===== config.mk =====
export PLATFORM = sky130hd
export DESIGN_NAME = nlz_back
export DESIGN_NICKNAME = d
export VERILOG_FILES = /design/src/design/nlz_pkg.sv /design/src/design/nlz_back.sv
export SDC_FILE = /design/constraint.sdc
export NUM_CORES = 1
export LEC_CHECK = 0
export ABC_AREA = 1
export BUFFER_PORTS_ARGS = -buffer_cell sky130_fd_sc_hd__buf_2
export CORE_ASPECT_RATIO = 1.5
export CORE_MARGIN = 2
export CORE_UTILIZATION = 35
export CTS_BUF_LIST = sky130_fd_sc_hd__clkbuf_16
export CTS_CLUSTER_SIZE = 28
export DETAILED_ROUTE_END_ITERATION = 10
export HOLD_SLACK_MARGIN = 0.03
export SETUP_SLACK_MARGIN = 0.02
export SLEW_MARGIN = 20
export SYNTH_ARGS = -nofsm -noshare
export SYNTH_HDL_FRONTEND = slang
export SYNTH_SLANG_ARGS = --single-unit

===== constraint.sdc =====
create_clock -name clk -period 2.4 [get_ports clk]
set_input_delay 0 -clock clk [delete_from_list [all_inputs] [get_ports clk]]
set_output_delay 0 -clock clk [all_outputs]
set_load 0.05 [all_outputs]

===== src/design/nlz_pkg.sv =====
// ----------------------------------------------------------------------------
// nlz_pkg: shared constants and types of the zero-crossing edge core
// Holds the config indexes, the dimension limits and the result type that
// the front and back parts pass through the queue.
// ----------------------------------------------------------------------------
package nlz_pkg;
  localparam int DEF_MAX_WIDTH = 1024;
  localparam int DEF_RADIUS = 2;
  localparam int HEIGHT_LIMIT = 1024;
  localparam logic [7:0] EDGE_MARK = 8'd0;
  localparam logic [7:0] PLAIN_MARK = 8'd255;
  localparam logic [10:0] RESET_DIM = 11'd512;

  typedef enum logic [0:0] {
    REG_WIDTH  = 1'b0,
    REG_HEIGHT = 1'b1
  } reg_index_t;

  typedef struct packed {
    logic [7:0] value;
    logic [9:0] row;
    logic [9:0] col;
    logic       last;
    logic       done;
  } result_t;

  function automatic logic [7:0] judge(input logic signed [9:0] here,
                                       input logic signed [9:0] right,
                                       input logic signed [9:0] below);
    judge = (here < 0 && (right > 0 || below > 0)) ? EDGE_MARK : PLAIN_MARK;
  endfunction
endpackage


===== src/design/nlz_back.sv =====
// ----------------------------------------------------------------------------
// nlz_back: result queue and output packer
// Takes the per-pixel result groups, keeps the model's grouping (at most two
// per pixel, overflow carried ahead of the next group) and delivers one
// result per transfer through a small FIFO.
// ----------------------------------------------------------------------------
module nlz_back (
  input  logic             clk,
  input  logic             rst,
  input  logic             restart,
  input  logic             grp_valid,
  input  logic [1:0]       grp_count,
  input  nlz_pkg::result_t g0,
  input  nlz_pkg::result_t g1,
  input  nlz_pkg::result_t g2,
  output logic             out_valid,
  input  logic             out_stall,
  output nlz_pkg::result_t out_res
);
  import nlz_pkg::*;

  localparam int DEPTH = 16;
  localparam int AW = $clog2(DEPTH);

  result_t fifo [DEPTH];
  logic [AW-1:0] wr_ptr, rd_ptr;
  logic [AW:0]   fill;
  logic          carry_valid;
  result_t       carry;

  result_t list [3];
  logic [2:0] n;
  logic [1:0] emit;
  result_t e0, e1;
  logic pop;

  always_comb begin
    list[0] = carry_valid ? carry : g0;
    list[1] = carry_valid ? g0 : g1;
    list[2] = carry_valid ? g1 : g2;
    n = 3'(grp_count) + 3'(carry_valid);
    emit = (n > 3'd2) ? 2'd2 : n[1:0];
    e0 = list[0];
    e1 = list[1];
    e0.last = (emit == 2'd1);
    e1.last = 1'b1;
    pop = out_valid && !out_stall;
  end

  assign out_valid = fill != '0;
  assign out_res = fifo[rd_ptr];

  always_ff @(posedge clk) begin
    if (grp_valid && emit != 2'd0) fifo[wr_ptr] <= e0;
    if (grp_valid && emit == 2'd2) fifo[AW'(wr_ptr + 1'b1)] <= e1;
  end

  always_ff @(posedge clk) begin
    if (rst || restart) begin
      wr_ptr <= '0;
      rd_ptr <= '0;
      fill <= '0;
      carry_valid <= 1'b0;
    end else begin
      if (grp_valid) begin
        wr_ptr <= wr_ptr + AW'(emit);
        carry_valid <= n == 3'd3;
        carry <= list[2];
      end
      if (pop) rd_ptr <= rd_ptr + 1'b1;
      fill <= fill + (grp_valid ? (AW+1)'(emit) : '0) - (AW+1)'(pop);
    end
  end

  assert property (@(posedge clk) disable iff (rst) fill <= (AW+1)'(DEPTH))
    else $error("result queue overflow");
  assert property (@(posedge clk) disable iff (rst)
    out_valid && out_stall |=> out_valid && $stable(out_res))
    else $error("held result changed");
  assert property (@(posedge clk) disable iff (rst || restart)
    grp_valid && n == 3'd3 |=> carry_valid)
    else $error("overflow result lost");
endmodule


==> key figures, run 1 <==
STA
  • Setup ws final: 0.0439 ns
  • Hold Fails Final Rpt: 0
  • Slew Limit Headroom: 59.1%
  • Final worst-path cycle share: a little over nine tenths
  • Min cycle time layout: about 2.4 ns
  • RSZ-0062 raised after global routing: yes
  • Setup TNS: 0 ns
  • Fin. max-slew vios: 0
  • Fin Clk Skew: ~0.022 ns
  • F_max: 424 MHz
  • Slew @ Worst Pin: slightly above 0.6 ns
  • Final setup viols: 0

Critical path
  • CP peak stage delay: around 0.37 ns
  • Worst path most repeated cell: nand3_1
  • Slowest-stage cell, CP: dfxtp_4
  • Critical path cell sequence: buf_12 > buf_4 > inv_6 > nand2_1 > nand3_1 > nand3_1 > nand3_1 > nand2_1 > clkbuf_4
  • WP data required: approximately 2.4 ns
  • Setup crit end kind: output pin
  • Crit path max fanout: 20
  • Arrival @ worst endpoint: 2.36 ns
  • Startpoint types: flip-flop
  • Setup Crit Path Kind: flip-flop to output pin

GRT
  • Total global-route track usage: 27.4%
  • Gr ovfl total: 0
  • Vias in the first global route: 25,343
  • GR met2 Demand/Resource: 45.8%
  • Largest net degree at the start of global routing: 103
  • Grt peak-use layer: met2
  • First-pass GRT wire length: about 170,000 µm
  • Initial antenna violation count: 3
  • GR Layer Usage met3: under 10%
  • Global Route met1 Usage: 31.5%

Floorplan
  • Die area: 83,500 µm²
  • Row Count: 127
  • Core area: around 80,000 µm²
  • Initial Utilization: 35.4%
  • Chip height: 353 µm
  • I/O pin cnt: 128
  • DIE WIDTH: about 240 µm

Clock tree
  • Clk sinks: 527
  • TritonCTS Buffers: 48
  • Worst-Skew Late Latency: around 0.60 ns
  • CTS clock-pin slew for the worst setup and hold paths: 0.07 ns
  • Root buffer cell: clkbuf_16
  • CTS tree: done
  • Clock Path Buffers: 3
  • CTS H-tree lvls: 2

Route
  • Initial DRC Count: 3,526
  • Vias/cell: 5.66
  • Antenna Nets Post-Route: 0
  • Wirelength per Cell: 25.2 µm
  • Vias: 26,340
  • WL final: 117,000 µm
  • TritonRoute pass-1 iters: 6
  • # DRC: 0

Placed design
  • Dpl hpwl: 73,200 µm
  • Pre-CTS setup slack: -0.0346 ns
  • I/O Buffers: around 120
  • Gpl congestion: 0.931

Synthesis
  • Area contributors post-synth: edfxtp_1, nand2_1, nand3_1
  • Post-synthesis simple-gate area fraction: 23.8%
  • Synth Area in Compound Gates: under 10%
  • Mapped Cells: 3,368
  • Syn Nets: 3,481
  • Post-synthesis cell type count: 30
  • Mean Syn Cell Area: between 8 and 9 µm²
  • Multiplexer area fraction after synthesis: 0.846%
  • Area leader, netlist: edfxtp_1
  • Yosys warnings: 0
  • Seq/Total Area, Yosys: 54.5%
  • Post-Synth XOR/XNOR Area: 0.0617%
  • Flops & latches, synth: 527
  • Adder-cell share of the synthesized area: less than 1%
  • Synthesized cell area: 28,400 µm²
  • Synth top area share: 52.1%
  • Largest family of logic cells by synthesized area: simple AND/OR/NAND/NOR gates

Layout
  • Area delta synth->final: 22.1%
  • Final Net Count: 3,693
  • Commonest non-fill, non-tap cells in the layout: nand2_1, nand3_1, edfxtp_1, inv_1, o21ai_0
  • Most common cell after layout, fill and taps aside: nand2_1
  • Share of cells above drive strength 1: roughly 14%

Power and ir drop
  • Clk pwr share: 35.9%
  • PwrDens: ~640 nW/µm²
  • Logic pwr share: 18.4%
  • Flop pwr share: 45.7%
  • Psw: 6.39 mW
  • Peak supply drop: 0.000598 V
  • Internal power: 15.8 mW
  • Lkg Pwr: 14.4 nW
  • Sw frac: 28.8%

Flow run
  • Max_cap viols: 0

Hold path
  • Hold Crit Class: input port to flip-flop

Status
  • Status: finished clean
[worst paths after layout]
kind	start	end	slack (ns)	cells after the start
setup / recovery	flip-flop	out_res[28]	0.04	9
hold / removal	g0[2]	fifo[12][2]$_DFFE_PP_	0.05	5
setup reg to reg	carry_valid$_SDFFE_PP0P_	fifo[11][10]$_DFFE_PP_	0.12	12
hold reg to reg	fifo[11][1]$_SDFFE_PP1N_	fifo[11][1]$_SDFFE_PP1N_	0.48	2
[per-layer routing]
metal  wire length, µm  up-vias
met2             55700     1704
li1                  -    11753
met5                22        -
met1             39900    12409
met4             10100        4
met3             11600      470
[what timing repair did]
item / 4_1_cts / 5_1_grt
pin swaps: 0 / 1
resized for setup: 23 / 42
cloned: 4 / 4
hold buffers: 94 / 0
setup endpoints to repair: 31 / 71
buffers inserted: 5 / 2
hold endpoints to repair: 247 / 0
[cells in the mapped netlist, drive strengths merged]
library cell / n
nand3: 594
nor2: 40
a31oi: 1
clkinv: 2
mux2i: 24
fa: 2
o21ai: 269
nand4: 2
o211ai: 16
nand2: 950
inv: 433
a21oi: 14
dfxtp: 34
edfxtp: 493
o22ai: 197
xor2: 2
buf: 144
clkbuf: 136
ha: 14
a21o: 1
[sequential cells by signal, indices dropped and copies added, names as in the netlist, named ones only]
register     flops
fifo           480
carry_valid      1
fill             5
wr_ptr           4
carry           29
rd_ptr           4
[critical path: cells and delay by family, from the launching register on]
family | cells | cell delay, ns
DFF | 1 | 0.37
buffers and inverters | 4 | 0.76
and+or+nand+nor | 5 | 0.62
[per-stage QoR]
stage               total power [mW]  instances  utilization (%)  hold WS (ns)  cell area [µm²]
finish                          22.2       4652             43.3        0.0493            34600
global route                    22.8       4650             43.3        0.0652            34600
CTS                             22.1       4643             43.0        0.0336            34400
detailed placement              14.0       4453             39.5         0.269            31700
global placement                14.0       4453             39.5         0.266            31700
floorplan                       12.4       3368                -         0.179            28400
[power by group through the flow]
stage	Sequential, mW	Combinational, mW	Clock (mW)
final	10.2	4.07	7.97
after global routing	10.2	4.31	8.30
after CTS	10.2	3.91	8.00
after detailed placement	10.4	3.64	0
after global placement	10.4	3.63	0
after floorplan	10.3	2.06	0
[cell type report]
cell class	instances	area, µm²
flip-flops and latches	527	15500
clock buffers	49	1230
clock inverters	38	334
well taps	1032	1290
multi-input cells	2126	10200
diodes	3	7.51
inverters	435	1670
repair buffers	440	4420
repair inverters	2	20.0
fillers	7735	45400
[cell families (layout without fill, tap and decap cells)]
logic type      Yosys count  count (layout)
fa+ha+maj                16              16
compound gates          498             498
mux                      24              24
xor+xnor                  2               2
buf+inv                 715             964
other cells               0               3
simple gates           1586            1586
flops                   527             527
No activity file was read; power rests on OpenSTA's default activity.
==> inputs of run 2 (changes only) <==
--- a/config.mk
+++ b/config.mk
@@ -7,14 +7,13 @@
 export LEC_CHECK = 0
 export ABC_AREA = 1
 export BUFFER_PORTS_ARGS = -buffer_cell sky130_fd_sc_hd__buf_2
-export CORE_ASPECT_RATIO = 1.5
-export CORE_MARGIN = 2
+export CORE_ASPECT_RATIO = 1.75
+export CORE_MARGIN = 8
 export CORE_UTILIZATION = 35
 export CTS_BUF_LIST = sky130_fd_sc_hd__clkbuf_16
 export CTS_CLUSTER_SIZE = 28
 export DETAILED_ROUTE_END_ITERATION = 10
 export HOLD_SLACK_MARGIN = 0.03
-export SETUP_SLACK_MARGIN = 0.02
 export SLEW_MARGIN = 20
 export SYNTH_ARGS = -nofsm -noshare
 export SYNTH_HDL_FRONTEND = slang
==> run 2 against run 1 <==
Against the previous run: non-clock buffer count unchanged; flip-flop and latch count stayed put; sequential power barely moved; routed wire length increased by 2.6%; first-iteration DRC count decreased by 25%; clock-buffer cell count is 2 lower; register-to-register slack is essentially flat; core utilization decreased by 0.49 points; global-route usage is 1.7 points lower; worst setup slack got worse by 0.011 ns; critical path type unchanged.
==> key figures, run 2 (synthesis results as in run 1) <==
Critical path
  • Startpoint types: flip-flop
  • R2r startpoint: carry_valid$_SDFFE_PP0P_
  • Arrival @ worst endpoint: 2.37 ns
  • Crit path max fanout: 35
  • WP data required: between 2 and 2.5 ns
  • Setup crit end kind: output pin
  • Setup Crit Path Kind: flip-flop to output pin

Power and ir drop
  • Peak supply drop: 0.000504 V
  • PwrDens: 625 nW/µm²
  • Lkg Pwr: approximately 14 nW

Floorplan
  • DIE WIDTH: approximately 230 µm
  • Die area: between 90,000 and 100,000 µm²
  • I/O pin cnt: 128
  • Core area: 80,600 µm²
  • Initial Utilization: 35.2%
  • Row Count: ~140
  • Chip height: 393 µm

STA
  • Hold Fails Final Rpt: 0
  • Slew Limit Headroom: 57.4%
  • Setup ws final: 0.0327 ns
  • Min cycle time layout: 2.37 ns
  • RSZ-0062 raised after global routing: no
  • Final worst-path cycle share: between 90 and 100%
  • Hold Slack: around 0.026 ns
  • Final setup viols: 0
  • Slew @ Worst Pin: 0.639 ns
  • F_max: 422 MHz
  • Fin. max-slew vios: 0
  • Fin Clk Skew: 0.0261 ns

Placed design
  • Pre-CTS setup slack: -0.0584 ns
  • Dpl hpwl: 76,100 µm
  • I/O Buffers: 124
  • Gpl congestion: 0.961

Hold path
  • Hold Crit Class: input port to flip-flop
  • HP Start: g0[0]

Route
  • Vias: around 26,000
  • # DRC: 0
  • Wirelength per Cell: 25.8 µm
  • Antenna Nets Post-Route: 0
  • Initial DRC Count: 2,640
  • TritonRoute pass-1 iters: 6
  • Vias/cell: ~5.7
  • WL final: about 120,000 µm

Layout
  • Final core utilization: between 40% and 50%
  • Fill cells: 7,861
  • Biggest regs: fifo x480, carry x29, fill x5
  • Area delta synth->final: 21.5%
  • Max reg flops: 480
  • Biggest register: fifo
  • Number of diodes: 0
  • Share of cells above drive strength 1: 13.8%
  • Final Net Count: 3,689
  • Most common cell after layout, fill and taps aside: nand2_1
  • Multi-input logic area: 10,200 µm²
  • Commonest non-fill, non-tap cells in the layout: nand2_1, nand3_1, edfxtp_1, inv_1, o21ai_0
  • FF+latch area: about 15,000 µm²

Clock tree
  • Clk sinks: between 500 and 600
  • CTS clock-pin slew for the worst setup and hold paths: 0.07 ns
  • Root buffer cell: clkbuf_16
  • CTS tree: done
  • TritonCTS Buffers: 46
  • Clock Path Buffers: 3
  • CTS H-tree lvls: 2
  • Worst-Skew Late Latency: 0.60 ns

GRT
  • Largest net degree at the start of global routing: 100
  • Total global-route track usage: between 20% and 30%
  • Vias in the first global route: 25,856
  • Initial antenna violation count: 1
  • First-pass GRT wire length: 173,000 µm
  • Gr ovfl total: 0

Status
  • Status: finished clean

Flow run
  • Max_cap viols: 0
[run 2: changes by cell type in the layout (fill, tap and decap cells not counted), sizes merged]
| cell | previous run | this run |
|---|---|---|
| clkbuf | 58 | 52 |
| diode | 3 | 0 |
| dlygate4sd3 | 94 | 93 |
| bufinv | 6 | 1 |
| bufbuf | 3 | 1 |
| inv | 444 | 442 |
| buf | 334 | 341 |
| clkinv | 23 | 28 |
[run 2: per-layer routing]
layer,up-vias,track usage (%),routed length (µm)
met4,0,21.1,11400
met1,12522,26.9,38700
met3,525,4.68,11100
li1,11750,-,-
met5,-,0,0
met2,1681,44.6,59100
[run 2: critical path, cell delays in order (launching register included)]
cell	delay (ns)
dfxtp_4	0.38
buf_12	0.13
clkinv_16	0.13
buf_12	0.22
nand2_1	0.08
nand3_1	0.21
nand3_1	0.15
nand3_1	0.08
nand2_1	0.11
clkbuf_4	0.25
[run 2: layout make-up]
class | instances | area share [%]
flip-flops and latches | 527 | 44.9
multi-input cells | 2126 | 29.5
repair buffers | 440 | 13.0
inverters | 435 | 4.83
well taps | 1050 | 3.81
clock buffers | 47 | 3.41
clock inverters | 38 | 0.573
[run 2: worst paths after layout]
kind	end	slack, ns	depth (start not counted)
min reg2reg	fifo[11][1]$_SDFFE_PP1N_	0.48	2
max reg2reg	fifo[0][16]$_DFFE_PP_	0.11	10
max	out_res[2]	0.03	9
min	fifo[1][0]$_DFFE_PP_	0.03	5
[run 2: timing repair]
action	4_1_cts	5_1_grt
endpoints found under the setup margin	17	67
hold buffers	93	0
gates resized for setup	18	28
gates cloned	3	3
pin swaps	0	1
hold endpoints to repair	256	0
setup buffers	3	0
[run 2: power by group]
part           total (mW)  switching (mW)  internal (mW)
Clock                7.24            3.58           3.67
Combinational        4.15            2.71           1.45
Sequential           10.1          0.0560           10.1
Total                21.5            6.34           15.2
[run 2: stage by stage]
| step | total power, mW | std cells | instance area, µm² | TNS (ns) |
|---|---|---|---|---|
| global route | 22.1 | 4663 | 34500 | 0 |
| global placement | 14.2 | 4476 | 31800 | -0.125 |
| finish | 21.5 | 4663 | 34500 | 0 |
| CTS | 21.4 | 4660 | 34300 | 0 |
| floorplan | 12.4 | 3368 | 28400 | 0 |
| detailed placement | 14.2 | 4476 | 31800 | -0.0584 |
